==> config.mk <==
export PLATFORM = sky130hd
export DESIGN_NAME = telnet_command_parser
export DESIGN_NICKNAME = d
export VERILOG_FILES = /design/src/design/tcp_pkg.sv /design/src/design/tcp_parser.sv /design/src/design/tcp_run_queue.sv /design/src/design/telnet_command_parser.sv
export SDC_FILE = /design/constraint.sdc
export NUM_CORES = 1
export LEC_CHECK = 0
export BUFFER_PORTS_ARGS = -buffer_cell sky130_fd_sc_hd__buf_2
export CORE_UTILIZATION = 40
export CTS_BUF_LIST = sky130_fd_sc_hd__clkbuf_16
export DETAILED_ROUTE_END_ITERATION = 10
export SLEW_MARGIN = 20
export SYNTH_ARGS = -nofsm -noshare
export SYNTH_HDL_FRONTEND = slang
export SYNTH_SLANG_ARGS = --single-unit
==> constraint.sdc <==
create_clock -name i_clk -period 9 [get_ports i_clk]
set_input_delay 1.35 -clock i_clk [delete_from_list [all_inputs] [get_ports i_clk]]
set_output_delay 1.35 -clock i_clk [all_outputs]
set_load 0.03 [all_outputs]
==> src/design/tcp_pkg.sv <==
// ----------------------------------------------------------------------------
// tcp_pkg
// Shared types and constants for the telnet command parser: protocol bytes,
// option codes, parse phases, result kinds and the result-run record.
// ----------------------------------------------------------------------------
package tcp_pkg;

    // telnet command bytes
    localparam logic [7:0] B_SE   = 8'd240;
    localparam logic [7:0] B_SB   = 8'd250;
    localparam logic [7:0] B_WILL = 8'd251;
    localparam logic [7:0] B_WONT = 8'd252;
    localparam logic [7:0] B_DO   = 8'd253;
    localparam logic [7:0] B_DONT = 8'd254;
    localparam logic [7:0] B_IAC  = 8'd255;

    // telnet option codes
    localparam logic [7:0] OPT_ECHO   = 8'd1;
    localparam logic [7:0] OPT_SGA    = 8'd3;
    localparam logic [7:0] OPT_TTYPE  = 8'd24;
    localparam logic [7:0] OPT_NAWS   = 8'd31;
    localparam logic [7:0] OPT_TSPEED = 8'd32;
    localparam logic [7:0] OPT_LMODE  = 8'd34;

    // window size after reset
    localparam logic [15:0] COLS_RESET  = 16'd80;
    localparam logic [15:0] LINES_RESET = 16'd30;

    // result kinds
    localparam logic [1:0] KIND_DATA   = 2'd0;
    localparam logic [1:0] KIND_REPLY  = 2'd1;
    localparam logic [1:0] KIND_WINDOW = 2'd2;

    // last index of a run
    localparam logic [1:0] RUN_ONE   = 2'd0;
    localparam logic [1:0] RUN_THREE = 2'd2;

    // parse phases
    typedef enum logic [2:0] {
        PH_NORMAL = 3'd0,
        PH_IAC    = 3'd1,
        PH_OPT    = 3'd2,
        PH_SB     = 3'd3,
        PH_SBDAT  = 3'd4,
        PH_SBIAC  = 3'd5
    } t_phase;

    // all results caused by one received byte
    typedef struct packed {
        logic [1:0]       kind;
        logic [2:0][7:0]  bytes;
        logic [1:0]       last_idx;
        logic [15:0]      cols;
        logic [15:0]      lines;
    } t_run;

endpackage

==> src/design/tcp_parser.sv <==
// ----------------------------------------------------------------------------
// tcp_parser
// Parse state machine. Consumes one byte per accepted transaction, tracks
// command and subnegotiation phases, keeps the window size and builds the
// run of results that the byte causes.
// ----------------------------------------------------------------------------
module tcp_parser #(
    parameter int SUBNEG_MAX_LEN = 256
) (
    input  logic          i_clk,
    input  logic          i_rst_n,
    input  logic          i_take,
    input  logic [7:0]    i_byte,
    output logic          o_run_valid,
    output tcp_pkg::t_run o_run
);

    localparam int CW = $clog2(SUBNEG_MAX_LEN + 1);

    tcp_pkg::t_phase r_phase, n_phase;
    logic [7:0]      r_held, n_held;
    logic [CW-1:0]   r_count, n_count;
    logic [3:0][7:0] r_head, n_head;
    logic [15:0]     r_cols, n_cols;
    logic [15:0]     r_lines, n_lines;

    logic            sb_store;
    logic [15:0]     naws_w;
    logic [15:0]     naws_h;
    logic            naws_hit;
    logic [7:0]      answer;
    logic            no_reply;

    assign naws_w = {r_head[0], r_head[1]};
    assign naws_h = {r_head[2], r_head[3]};
    assign naws_hit = (i_byte == tcp_pkg::B_SE) && (r_held == tcp_pkg::OPT_NAWS)
                   && (r_count == CW'(4));

    // reply choice for a verb and option
    always_comb begin
        no_reply = 1'b0;
        answer   = tcp_pkg::B_WONT;
        case (i_byte) inside
            tcp_pkg::OPT_ECHO, tcp_pkg::OPT_SGA, tcp_pkg::OPT_NAWS,
            tcp_pkg::OPT_LMODE: begin
                no_reply = 1'b1;
            end
            tcp_pkg::OPT_TTYPE, tcp_pkg::OPT_TSPEED: begin
                answer = tcp_pkg::B_DO;
            end
            default: begin
                if (r_held == tcp_pkg::B_WILL || r_held == tcp_pkg::B_WONT) begin
                    answer = tcp_pkg::B_DONT;
                end
            end
        endcase
    end

    // next phase
    always_comb begin
        n_phase = r_phase;
        case (r_phase)
            tcp_pkg::PH_IAC: begin
                if (i_byte inside {[tcp_pkg::B_WILL:tcp_pkg::B_DONT]}) begin
                    n_phase = tcp_pkg::PH_OPT;
                end else if (i_byte == tcp_pkg::B_SB) begin
                    n_phase = tcp_pkg::PH_SB;
                end else begin
                    n_phase = tcp_pkg::PH_NORMAL;
                end
            end
            tcp_pkg::PH_OPT:   n_phase = tcp_pkg::PH_NORMAL;
            tcp_pkg::PH_SB:    n_phase = tcp_pkg::PH_SBDAT;
            tcp_pkg::PH_SBDAT: begin
                if (i_byte == tcp_pkg::B_IAC) n_phase = tcp_pkg::PH_SBIAC;
            end
            tcp_pkg::PH_SBIAC: begin
                n_phase = (i_byte == tcp_pkg::B_IAC) ? tcp_pkg::PH_SBDAT
                                                     : tcp_pkg::PH_NORMAL;
            end
            default: begin
                n_phase = (i_byte == tcp_pkg::B_IAC) ? tcp_pkg::PH_IAC
                                                     : tcp_pkg::PH_NORMAL;
            end
        endcase
    end

    // subnegotiation data byte, plain or escaped
    assign sb_store = ((r_phase == tcp_pkg::PH_SBDAT) && (i_byte != tcp_pkg::B_IAC))
                   || ((r_phase == tcp_pkg::PH_SBIAC) && (i_byte == tcp_pkg::B_IAC));

    // held code, counter, head bytes and window size
    always_comb begin
        n_held  = r_held;
        n_count = r_count;
        n_head  = r_head;
        n_cols  = r_cols;
        n_lines = r_lines;
        if (r_phase == tcp_pkg::PH_IAC
                && i_byte inside {[tcp_pkg::B_WILL:tcp_pkg::B_DONT]}) begin
            n_held = i_byte;
        end
        if (r_phase == tcp_pkg::PH_SB) begin
            n_held  = i_byte;
            n_count = '0;
        end
        if (sb_store && r_count < CW'(SUBNEG_MAX_LEN)) begin
            if (r_count < CW'(4)) n_head[r_count[1:0]] = i_byte;
            n_count = r_count + CW'(1);
        end
        if (r_phase == tcp_pkg::PH_SBIAC && naws_hit) begin
            if (naws_w != 16'd0) n_cols  = naws_w;
            if (naws_h != 16'd0) n_lines = naws_h;
        end
    end

    // result run for this byte
    always_comb begin
        o_run_valid    = 1'b0;
        o_run.kind     = tcp_pkg::KIND_DATA;
        o_run.bytes    = {8'd0, 8'd0, i_byte};
        o_run.last_idx = tcp_pkg::RUN_ONE;
        o_run.cols     = n_cols;
        o_run.lines    = n_lines;
        case (r_phase)
            tcp_pkg::PH_IAC: begin
                o_run_valid = (i_byte == tcp_pkg::B_IAC);
            end
            tcp_pkg::PH_OPT: begin
                o_run_valid    = !no_reply;
                o_run.kind     = tcp_pkg::KIND_REPLY;
                o_run.bytes    = {i_byte, answer, tcp_pkg::B_IAC};
                o_run.last_idx = tcp_pkg::RUN_THREE;
            end
            tcp_pkg::PH_SB, tcp_pkg::PH_SBDAT: begin
                o_run_valid = 1'b0;
            end
            tcp_pkg::PH_SBIAC: begin
                o_run_valid = naws_hit;
                o_run.kind  = tcp_pkg::KIND_WINDOW;
                o_run.bytes = '0;
            end
            default: begin
                o_run_valid = (i_byte != tcp_pkg::B_IAC);
            end
        endcase
        o_run_valid = o_run_valid && i_take;
    end

    // control state
    always_ff @(posedge i_clk) begin
        if (!i_rst_n) begin
            r_phase <= tcp_pkg::PH_NORMAL;
            r_held  <= 8'd0;
            r_count <= '0;
            r_cols  <= tcp_pkg::COLS_RESET;
            r_lines <= tcp_pkg::LINES_RESET;
        end else if (i_take) begin
            r_phase <= n_phase;
            r_held  <= n_held;
            r_count <= n_count;
            r_cols  <= n_cols;
            r_lines <= n_lines;
        end
    end

    // head bytes, no reset
    always_ff @(posedge i_clk) begin
        if (i_take) r_head <= n_head;
    end

endmodule

==> src/design/tcp_run_queue.sv <==
// ----------------------------------------------------------------------------
// tcp_run_queue
// Two-entry queue of result runs. Serializes each run into one output
// transaction per result and flags the final result of each run.
// ----------------------------------------------------------------------------
module tcp_run_queue (
    input  logic          i_clk,
    input  logic          i_rst_n,
    input  logic          i_push,
    input  tcp_pkg::t_run i_run,
    output logic          o_full,
    output logic          o_valid,
    input  logic          i_stall,
    output logic [1:0]    o_kind,
    output logic [7:0]    o_byte,
    output logic [15:0]   o_cols,
    output logic [15:0]   o_lines,
    output logic          o_last
);

    tcp_pkg::t_run r_ent [2];
    logic          r_wr_ptr;
    logic          r_rd_ptr;
    logic [1:0]    r_count;
    logic [1:0]    r_idx;
    logic          pop_res;
    logic          pop_run;
    tcp_pkg::t_run head;

    assign head    = r_ent[r_rd_ptr];
    assign o_valid = (r_count != 2'd0);
    assign o_full  = (r_count == 2'd2);
    assign o_kind  = head.kind;
    assign o_byte  = head.bytes[r_idx];
    assign o_cols  = head.cols;
    assign o_lines = head.lines;
    assign o_last  = (r_idx == head.last_idx);
    assign pop_res = o_valid && !i_stall;
    assign pop_run = pop_res && o_last;

    // pointers, fill count and result index
    always_ff @(posedge i_clk) begin
        if (!i_rst_n) begin
            r_wr_ptr <= 1'b0;
            r_rd_ptr <= 1'b0;
            r_count  <= 2'd0;
            r_idx    <= 2'd0;
        end else begin
            if (i_push) r_wr_ptr <= !r_wr_ptr;
            if (pop_run) r_rd_ptr <= !r_rd_ptr;
            if (i_push && !pop_run) begin
                r_count <= r_count + 2'd1;
            end else if (pop_run && !i_push) begin
                r_count <= r_count - 2'd1;
            end
            if (pop_run) begin
                r_idx <= 2'd0;
            end else if (pop_res) begin
                r_idx <= r_idx + 2'd1;
            end
        end
    end

    // run storage
    always_ff @(posedge i_clk) begin
        if (i_push) r_ent[r_wr_ptr] <= i_run;
    end

`ifndef SYNTHESIS
    a_count_bound: assert property (@(posedge i_clk) disable iff (!i_rst_n)
        r_count != 2'd3)
        else $error("run queue count out of range");
    a_idx_bound: assert property (@(posedge i_clk) disable iff (!i_rst_n)
        o_valid |-> r_idx <= head.last_idx)
        else $error("result index beyond end of run");
    a_idx_step: assert property (@(posedge i_clk) disable iff (!i_rst_n)
        (pop_res && !o_last) |=> (o_valid && r_idx == $past(r_idx) + 2'd1))
        else $error("run did not advance to next result");
    a_idx_clear: assert property (@(posedge i_clk) disable iff (!i_rst_n)
        !o_valid |-> r_idx == 2'd0)
        else $error("result index not cleared when empty");
`endif

endmodule

==> src/design/telnet_command_parser.sv <==
// ----------------------------------------------------------------------------
// telnet_command_parser
// Receive-side telnet parser: passes data bytes through, answers option
// negotiation with three-byte replies and applies window size updates.
// ----------------------------------------------------------------------------
// Output: results of a taken byte are registered in the run queue, then offered.
// Throughput: one byte per cycle; a reply occupies three output transactions,
// and the two-run output queue stalls the input only when it is full.
// Reset: synchronous, active low; parse phase normal, window 80 by 30, queue empty.
module telnet_command_parser #(
    parameter int SUBNEG_MAX_LEN = 256
) (
    input  logic        i_clk,
    input  logic        i_rst_n,
    input  logic        i_rx_valid,
    output logic        o_rx_stall,
    input  logic [7:0]  i_rx_byte,
    output logic        o_out_valid,
    input  logic        i_out_stall,
    output logic [1:0]  o_out_kind,
    output logic [7:0]  o_out_byte,
    output logic [15:0] o_window_cols,
    output logic [15:0] o_window_lines,
    output logic        o_last_of_run
);

    logic          rx_take;
    logic          run_valid;
    tcp_pkg::t_run run;
    logic          q_full;

    // input transaction
    assign rx_take    = i_rx_valid && !q_full;
    assign o_rx_stall = q_full;

    tcp_parser #(
        .SUBNEG_MAX_LEN(SUBNEG_MAX_LEN)
    ) u_parser (
        .i_clk      (i_clk),
        .i_rst_n    (i_rst_n),
        .i_take     (rx_take),
        .i_byte     (i_rx_byte),
        .o_run_valid(run_valid),
        .o_run      (run)
    );

    tcp_run_queue u_queue (
        .i_clk  (i_clk),
        .i_rst_n(i_rst_n),
        .i_push (run_valid),
        .i_run  (run),
        .o_full (q_full),
        .o_valid(o_out_valid),
        .i_stall(i_out_stall),
        .o_kind (o_out_kind),
        .o_byte (o_out_byte),
        .o_cols (o_window_cols),
        .o_lines(o_window_lines),
        .o_last (o_last_of_run)
    );

endmodule

---- After elaboration in Yosys (flattened, before gate mapping) ----
Memories as Yosys holds them, arrays and structs flattened. A register that Yosys moved wholly into a read port is not among the register bits.
Index checks and enable logic that the tools add are counted.
operators by class
  reductions and logical operators ........ 38
  equality and inequality tests ........... 22
  magnitude comparators ................... 7
  bitwise gates (word level) .............. 1
  $add $sub $neg .......................... 4
  mux-type cells .......................... 32
operator list
  kind                 number
  $mux 16              4
  $pmux 26 s2          1
  $mux 8               6
  $eq 8x8->1 const B   5
  $bwmux 32            1
  $reduce_bool 16->1   2
  $eq 8x5->1 const B   3
  $mux 9               2
  $bmux 8 s2           1
  $demux 8 s2          1
  $eq 8x6->1 const B   2
  $logic_and 1x1->1    15
  $pmux 3 s5           1
  $mux 2               5
  $add 9x1->9 const B  1
  $eq 9x3->1 const B   1
  $lt 9x3->1 const B   1
  $lt 9x9->1 const B   1
  $mux 3               3
  $eq 8x1->1 const B   1
  $eq 8x2->1 const B   1
  $ge 8x8->1 const B   1
  $le 8x8->1 const B   1
  $ne 8x8->1 const B   1
  other kinds (20)     43
storage, ports and cells
  output and inout port bits .............. 45
  bits of input ports ..................... 12
  bits in registers ....................... 90
  RAM bits ................................ 120
  memories kept ........................... 1
memories
  memory         words  width  rd ports  clocked after Yosys merged registers in  wr ports  line                 source
  u_queue.r_ent  2      60     1         1                                        1         tcp_run_queue.sv:21  tcp_pkg::t_run r_ent [2];

---- Depth between registers and ports, before layout ----
Gate-level depths: netlist of run 1.
  word-level depth ........................ 10
  mapped depth ............................ 9
  mapped depth without buffers ............ 8

---- By module ----
From an unflattened synthesis of run 1, not the netlist that was laid out.
unflattened totals
  cell total of the unflattened synthesis .. 613
  area total of the unflattened synthesis .. 8993.6 um^2
by module, submodules not included
  module                 instances  area an instance (um^2)  seq. area each (um^2)  cells an instance
  tcp_run_queue          1          4765.8                   3743.6                 238
  tcp_parser             1          4214.0                   2001.9                 374
  telnet_command_parser  1          13.8                     0.0                    1

---- Worst setup path after synthesis of run 1 ----
Ideal clock, no wire load.
  path type ............................... input port to flip-flop
  start point ............................. in i_rx_byte[3]
  end point ............................... mem u_queue.r_ent[0][0] (netlist name), enable pin
  required time ........................... 8530 ps
  path slack .............................. 3195 ps
  buffers on the path ..................... 0
  library setup time ...................... 470 ps
  cell stages on the path ................. 5
  arrival ................................. 5334 ps
  path through ............................ or4b_1 or4_1 or2_1 a31oi_1 nor2b_1
on the way
  longest elaborated chain between the ends .. 8
  elaborated cells between the ends (all ways) .. 16
  those cells by class .................... 7 x eq/ne; 4 x mux; 5 x reduce/logical
RTL lines
  what                                                       line                         source
  start: declaration                                         telnet_command_parser.sv:17  input logic [7:0] i_rx_byte,
  $eq 8x6->1 (no source line), or another cell as far along  --
  $reduce_or 4->1                                            tcp_parser.sv:43             case (i_byte) inside
  $mux 1                                                     tcp_parser.sv:43
  $logic_not 1->1                                            tcp_parser.sv:130            o_run_valid = !no_reply;
  $pmux 1 s4 *                                               tcp_parser.sv:125            case (r_phase)
  $logic_and 1x1->1 *                                        tcp_parser.sv:147            o_run_valid = o_run_valid && i_take;
  named net run_valid                                        telnet_command_parser.sv:28  logic run_valid;
  $mux 1 *                                                   tcp_run_queue.sv:66          if (i_push) r_ent[r_wr_ptr] <= i_run;
  $mux 1 (not written as such) *                             tcp_run_queue.sv:66
  end: declaration                                           tcp_run_queue.sv:21
Mark *: on every way through the listed nets, which the timed path passes. The rest lies on a longest branch.

---- Final worst setup path of run 1 ----
  start point ............................. in i_rx_byte[3]
  end point ............................... mem u_queue.r_ent[0][42] (netlist name), enable pin
The elaborated chain is that of the path after synthesis.

==> impl_metrics.env, run 1 <==
export IMPL_cts_path_max_buffers=2
export IMPL_fin_skew_ns=0.0147
export IMPL_grt_antenna_before_repair=0
export IMPL_die_h_um=146
export IMPL_globalplace_congestion=0.843
export IMPL_multi_input_area_um2=2760
export IMPL_max_clock_freq_mhz=222
export IMPL_powerDensity_nw_per_um2=241
export IMPL_h_tree_depth=4
export IMPL_status="complete, no violations"
export IMPL_placedCellCount=907
export IMPL_synth_cells_most_frequent="edfxtp_1, nor2_1, dfxtp_1, mux2_2, mux2i_1"
export IMPL_worst_setup_hold_path_clk_slew_ns=0.07
export IMPL_setup_tns_final_ns=0
export IMPL_placeableCoreArea_um2=20200
export IMPL_cap_violations=0
export IMPL_syn_nets=619
export IMPL_worst_ep_arrival_time_ns=4.59
export IMPL_die_x_um=146
export IMPL_layout_area_overhead_vs_synth_pct=13.4
export IMPL_worst_slew_margin_rel=0.318
export IMPL_tritoncts="done"
export IMPL_detailed_place_hpwl_um=11000
export IMPL_netlist_top_cell_by_area="edfxtp_1"
export IMPL_crit_path_end_kind="flop"
export IMPL_hold_path_origin="u_parser.r_cols[6]$_SDFFE_PN1P_"
export IMPL_timing_final_hold_violations=0
export IMPL_die_area_um2=21200
export IMPL_synth_area_leaders="edfxtp_1, dfxtp_1, mux2_2"
export IMPL_reg2reg_slack_ns=5.21
export IMPL_nNetsFinal=673
export IMPL_timing_final_crit_period_ns=4.51
export IMPL_avgSynthCellArea_um2=13.7
export IMPL_r2r_cells=6
export IMPL_vdd_drop_max_v=0.000141
export IMPL_critical_path_required_ns=9.08
export IMPL_finalSetupViolations=0
export IMPL_layout_cells_non_filler=939
export IMPL_vias_per_cell=5.27
export IMPL_bufs_and_invs_on_worst_path=2
export IMPL_pin_count=57
export IMPL_worstSetupPathType="input pin to flop"
export IMPL_groute_usage_overall=0.166
export IMPL_antennaDiodeCount=0
export IMPL_ant_nets_after_route=0
export IMPL_post_synth_instance_area_um2=8260
export IMPL_postCtsResizedCells=0
export IMPL_worst_path_max_fanout=32
export IMPL_portBuffers=56
export IMPL_period_share=0.501
export IMPL_detail_route_wl_per_cell_um=17.9
export IMPL_holdPathEnd="u_parser.r_cols[6]$_SDFFE_PN1P_"
export IMPL_postCtsHoldBufs=0
export IMPL_critical_path_cell_count=7
export IMPL_first_global_vias=5189
export IMPL_worst_slew_pin_transition_ns=1.02
export IMPL_worstReg2RegEnd="u_queue.r_ent[0][42]$_DFFE_PP_"
export IMPL_yosys_register_bits=197
export IMPL_area_sequential_um2=5330
export IMPL_path_delay_family="simple AND/OR/NAND/NOR gates"
export IMPL_critical_r2r_launch="u_parser.r_count[2]$_SDFFE_PN0P_"
export IMPL_clock_buffer_count_from_cts=17
export IMPL_drc_errors=0
export IMPL_hold_path_cell_count=2
export IMPL_cts_setup_buffers=0
export IMPL_cp_cell_sequence="buf_2 > or4b_1 > or4_1 > or2_1 > a31oi_1 > nor2b_4 > buf_4"
export IMPL_tritoncts_num_sinks=197
export IMPL_detail_route_wirelength_um=16800
export IMPL_worstSkewPairLatency_ns=0.44
export IMPL_timing_critical_path_from_type="input pin"
export IMPL_netlist_instances=602
export IMPL_crit_path_max_incr_delay_ns=0.72
export IMPL_std_cell_rows=52
export IMPL_drt_pre_antenna_iters=6
export IMPL_final_layout_size_suffix_gt1_frac=0.250
export IMPL_rsz0062_at_grt="false"
export IMPL_drv_slew=0
export IMPL_first_pass_grt_wire_length_um=27300
export IMPL_synth_top_cell_area_share=0.502
export IMPL_synth_seq_area_share=0.645
export IMPL_grt_overflow=0
export IMPL_dr_first_iter_drc_count=343
export IMPL_hold_path_class="flop to flop"
export IMPL_initial_utilization=0.408
export IMPL_detailroute_via_count=4948
export IMPL_slowest_stage="nor2b_4"
export IMPL_synthFlopType="edfxtp_1"
export IMPL_synthDistinctLibCells=54
export IMPL_edff_count_synth=138
export IMPL_grt_max_degree=58
export IMPL_count_of_yosys_warnings_during_synthesis=0
export IMPL_post_synth_top_count_cell="edfxtp_1"
export IMPL_async_set_or_reset_flop_fraction_in_the_synthesized_netlist=0
export IMPL_num_fill_cells=1775
export IMPL_leakage_nw=3.10
export IMPL_cts_root_buffer_type="clkbuf_16"
## registers in the layout (all words and copies together) (netlist names), 2 cells and up, named ones only
| register | cells |
|---|---|
| u_parser.naws_h | 16 |
| u_parser.naws_w | 16 |
| u_parser.r_cols | 16 |
| u_parser.r_count | 9 |
| u_parser.r_held | 8 |
| u_parser.r_lines | 16 |
| u_parser.r_phase | 3 |
| u_queue.r_count | 2 |
| u_queue.r_ent | 106 |
| u_queue.r_idx | 2 |
## final cells by class
class | count | area share
timing repair buffer | 62 | 0.0347
clock inverter | 15 | 0.0140
inverter | 15 | 0.00601
tap | 270 | 0.0361
sequential | 197 | 0.569
clock buffer | 17 | 0.0454
multi-input combinational | 363 | 0.295
## cells by family (layout without fill, tap and decap cells)
logic type,Yosys count,in the layout,synth area share
muxes,118,118,0.156
AOI/OAI and AO/OA,55,55,0.0445
adders and majority gates,5,5,0.00758
and+or+nand+nor,176,176,0.116
DFF,197,197,0.645
buffers and inverters,42,109,0.0218
xor gates and xnor gates,9,9,0.00955
## worst min-delay path, cell delays in order, from the launching register on
cell     delay (ns)
dfxtp_1        0.33
mux2i_1        0.06
nand2_1        0.06
## power by group
group | switching (mW) | total (mW) | internal (mW)
clock | 0.335 | 0.718 | 0.383
sequential | 0.0258 | 1.08 | 1.06
combinational | 0.310 | 0.458 | 0.147
total | 0.671 | 2.26 | 1.59
## placed cells by master, fill, tap and decap left out, types with 4 or more instances in the layout
cell type,netlist,routed
edfxtp_1,138,138
nor2_1,65,65
mux2_2,59,59
dfxtp_1,59,58
buf_2,0,56
mux2i_1,50,50
nand2_1,25,25
clkbuf_16,0,17
a21oi_1,16,16
inv_1,13,15
and2_1,13,12
nor4_1,9,9
o22ai_1,9,9
nor2b_1,9,8
nand3_1,8,8
mux2_1,7,7
xnor2_1,7,7
a211oi_1,7,7
nand4_1,6,6
buf_4,2,6
and4_1,5,5
a2111oi_0,5,5
ha_1,5,5
nand3b_1,4,4
nand2b_1,4,4
nor3b_1,4,4
clkinvlp_4,0,4
## metrics by stage
step           hold WS [ns]  area, um2  utilization  power, mW  worst slack [ns]
3_5_place_dp          0.455       8810        0.435       1.57              4.03
5_1_grt               0.511       9360        0.463       2.35              4.33
3_3_place_gp          0.445       8810        0.435       1.56              4.13
6_report              0.477       9360        0.463       2.26              4.49
2_1_floorplan         0.434       8260            -       1.44              3.20
4_1_cts               0.473       9360        0.463       2.28              4.48
## metal layers
layer  vias up  wire (um)  track usage
li1       2347          -            -
met1      2466       7720        0.210
met2       108       8150        0.282
met3        27        584       0.0307
met4         0        331       0.0668
met5         -          0            0
## worst max-delay path by stage
stage                                                 to    startpoint
final                     u_queue.r_ent[0][42]$_DFFE_PP_  i_rx_byte[3]
after global routing      u_queue.r_ent[0][39]$_DFFE_PP_  i_rx_byte[3]
after CTS                 u_queue.r_ent[0][42]$_DFFE_PP_  i_rx_byte[3]
after detailed placement  u_queue.r_ent[0][35]$_DFFE_PP_  i_rx_byte[3]
after global placement    u_queue.r_ent[0][39]$_DFFE_PP_  i_rx_byte[3]
after floorplan            u_queue.r_ent[0][0]$_DFFE_PP_  i_rx_byte[3]
Note: power is estimated with default switching activity, not from simulation.
==> inputs of run 2 (changes only) <==
==> constraint.sdc (replaced) <==
create_clock -name i_clk -period 4.6 [get_ports i_clk]
set_input_delay 0.69 -clock i_clk [delete_from_list [all_inputs] [get_ports i_clk]]
set_output_delay 0.69 -clock i_clk [all_outputs]
set_load 0.03 [all_outputs]
==> run 2 against run 1 <==
  * Register-to-register slack got worse by 4.0 ns
  * Sequential share of layout area fell by 0.23 points
  * Non-clock buffer count did not move
  * Global-route usage fell by 0.12 points
  * Critical path depth did not move
  * Clock skew fell by 0.0030 ns
  * Sequential cell count did not move
  * First-iteration DRC count fell by 9.9%
  * Setup slack got worse by 3.3 ns
  * Power rose by 97%
  * Clock power rose by 99%
  * Die area did not move
  * Critical path type unchanged
==> impl_metrics.env, run 2 (synthesized netlist as in run 1, its figures left out) <==
export IMPL_status="complete, no violations"
export IMPL_detail_route_wl_per_cell_um=17.5
export IMPL_placeableCoreArea_um2=20200
export IMPL_powerDensity_nw_per_um2=473
export IMPL_groute_usage_overall=0.165
export IMPL_tritoncts="done"
export IMPL_area_sequential_um2=5330
export IMPL_fin_skew_ns=0.0117
export IMPL_detailed_place_hpwl_um=10700
export IMPL_critical_path_required_ns=4.72
export IMPL_worst_ep_arrival_time_ns=3.57
export IMPL_worst_path_max_fanout=42
export IMPL_crit_path_end_kind="flop"
export IMPL_detail_route_wirelength_um=16400
export IMPL_r2r_cells=6
export IMPL_ant_nets_after_route=0
export IMPL_vdd_drop_max_v=0.000315
export IMPL_power_mw=4.45
export IMPL_std_cell_rows=52
export IMPL_drt_pre_antenna_iters=5
export IMPL_grt_max_degree=47
export IMPL_layout_area_overhead_vs_synth_pct=13.9
export IMPL_hold_path_class="flop to flop"
export IMPL_first_global_vias=4993
export IMPL_grt_antenna_before_repair=0
export IMPL_worst_slew_margin_rel=0.278
export IMPL_drc_errors=0
export IMPL_timing_final_hold_violations=0
export IMPL_worstSkewPairLatency_ns=0.44
export IMPL_timing_critical_path_from_type="input pin"
export IMPL_finalSetupViolations=0
export IMPL_cap_violations=0
export IMPL_cp_cell_sequence="buf_2 > or4b_1 > or4_1 > or2_1 > a31oi_1 > nor2b_4 > buf_12"
export IMPL_detailroute_via_count=4903
export IMPL_clock_buffer_count_from_cts=17
export IMPL_holdPathEnd="u_parser.r_cols[4]$_SDFFE_PN1P_"
export IMPL_post_route_worst_setup_slack_ns=1.15
export IMPL_first_pass_grt_wire_length_um=26900
export IMPL_tritoncts_num_sinks=197
export IMPL_drv_slew=0
export IMPL_groute_layer_met2_usage=0.265
export IMPL_leakage_nw=3.11
export IMPL_highest_utilization_routing_layer_at_the_global_route_stage="met2"
export IMPL_largest_register="u_queue.r_ent"
export IMPL_cts_setup_buffers=0
export IMPL_postCtsResizedCells=0
export IMPL_nNetsFinal=673
export IMPL_globalplace_congestion=0.855
export IMPL_worstSetupPathType="input pin to flop"
export IMPL_hold_path_origin="u_parser.r_cols[4]$_SDFFE_PN1P_"
export IMPL_worst_hold_slack_ns=0.476
export IMPL_layout_common_cells="edfxtp_1, nor2_1, mux2_2"
export IMPL_die_x_um=146
export IMPL_cts_root_buffer_type="clkbuf_16"
export IMPL_max_clock_freq_mhz=290
export IMPL_initial_utilization=0.408
export IMPL_hold_path_cell_count=2
export IMPL_die_area_um2=21200
export IMPL_largest_register_ffs=106
export IMPL_worst_setup_hold_path_clk_slew_ns=0.07
export IMPL_num_fill_cells=1806
export IMPL_timing_final_crit_period_ns=3.45
export IMPL_worst_slew_pin_transition_ns=1.08
export IMPL_worstReg2RegEnd="u_queue.r_ent[0][50]$_DFFE_PP_"
export IMPL_period_share=0.750
export IMPL_dr_first_iter_drc_count=309
export IMPL_pin_count=57
export IMPL_crit_path_max_incr_delay_ns=0.55
export IMPL_antennaDiodeCount=0
export IMPL_final_layout_size_suffix_gt1_frac=0.251
export IMPL_grt_use_met1=0.218
export IMPL_path_delay_family="simple AND/OR/NAND/NOR gates"
export IMPL_critical_r2r_launch="u_parser.r_count[2]$_SDFFE_PN0P_"
export IMPL_rsz0062_at_grt="false"
export IMPL_postCtsHoldBufs=0
export IMPL_met3_usage=0.0376
export IMPL_setup_tns_final_ns=0
export IMPL_grt_overflow=0
export IMPL_multi_input_area_um2=2760
export IMPL_portBuffers=56
export IMPL_leading_cell_type_in_the_layout_fill_and_taps_excluded="edfxtp_1"
export IMPL_bufs_and_invs_on_worst_path=2
export IMPL_placement_setup_worst_slack_ns=0.671
export IMPL_cts_path_max_buffers=2
export IMPL_vias_per_cell=5.22
export IMPL_die_h_um=146
export IMPL_h_tree_depth=4
export IMPL_slowest_stage="or4_1"
export IMPL_reg2reg_slack_ns=1.21
-- run 2: cell types whose count changed in the layout (fill, tap and decap cells not counted), sizes merged --
cell	previous run	this run
clkinvlp	4	3
clkinv	5	6
-- run 2: cell type report --
| class | count | area share |
|---|---|---|
| clock inverter | 15 | 0.0154 |
| clock buffer | 17 | 0.0452 |
| tap | 270 | 0.0359 |
| multi-input combinational | 363 | 0.294 |
| inverter | 15 | 0.00599 |
| sequential | 197 | 0.566 |
| timing repair buffer | 62 | 0.0373 |
-- run 2: power by group --
group,total [mW],switching (mW),internal (mW)
clock network,1.43,0.669,0.759
registers,2.13,0.0704,2.06
logic,0.885,0.586,0.298
total,4.45,1.33,3.12
-- run 2: worst max-delay path by stage --
stage | slack (ns) | endpoint | from | depth (start not counted)
floorplan | 0.46 | u_queue.r_ent[0][0]$_DFFE_PP_ | i_rx_byte[3] | 5
global placement | 0.77 | u_queue.r_ent[0][41]$_DFFE_PP_ | i_rx_byte[3] | 7
detailed placement | 0.67 | u_queue.r_ent[0][38]$_DFFE_PP_ | i_rx_byte[3] | 7
CTS | 1.14 | u_queue.r_ent[0][55]$_DFFE_PP_ | i_rx_byte[3] | 7
global route | 1.02 | u_queue.r_ent[0][51]$_DFFE_PP_ | i_rx_byte[3] | 7
finish | 1.15 | u_queue.r_ent[0][50]$_DFFE_PP_ | i_rx_byte[3] | 7
-- run 2: metal layers --
metal	vias up	share of wire
li1	2350	-
met1	2406	0.47
met2	123	0.47
met3	24	0.045
met4	0	0.019
met5	-	0
-- run 2: worst reg2reg max path: stages (launching register included) --
cell and delay [ns]:
dfxtp_1 0.48, or4b_1 0.46, or4_1 0.55, or2_1 0.37, a31oi_1 0.38, nor2b_4 0.48
buf_12 0.31
-- run 2: per-stage QoR --
step / instance area [um2] / std cells / util
floorplan: 8260 / 602 / -
global placement: 8830 / 907 / 0.436
detailed placement: 8830 / 907 / 0.436
CTS: 9400 / 939 / 0.465
global route: 9400 / 939 / 0.465
finish: 9400 / 939 / 0.465
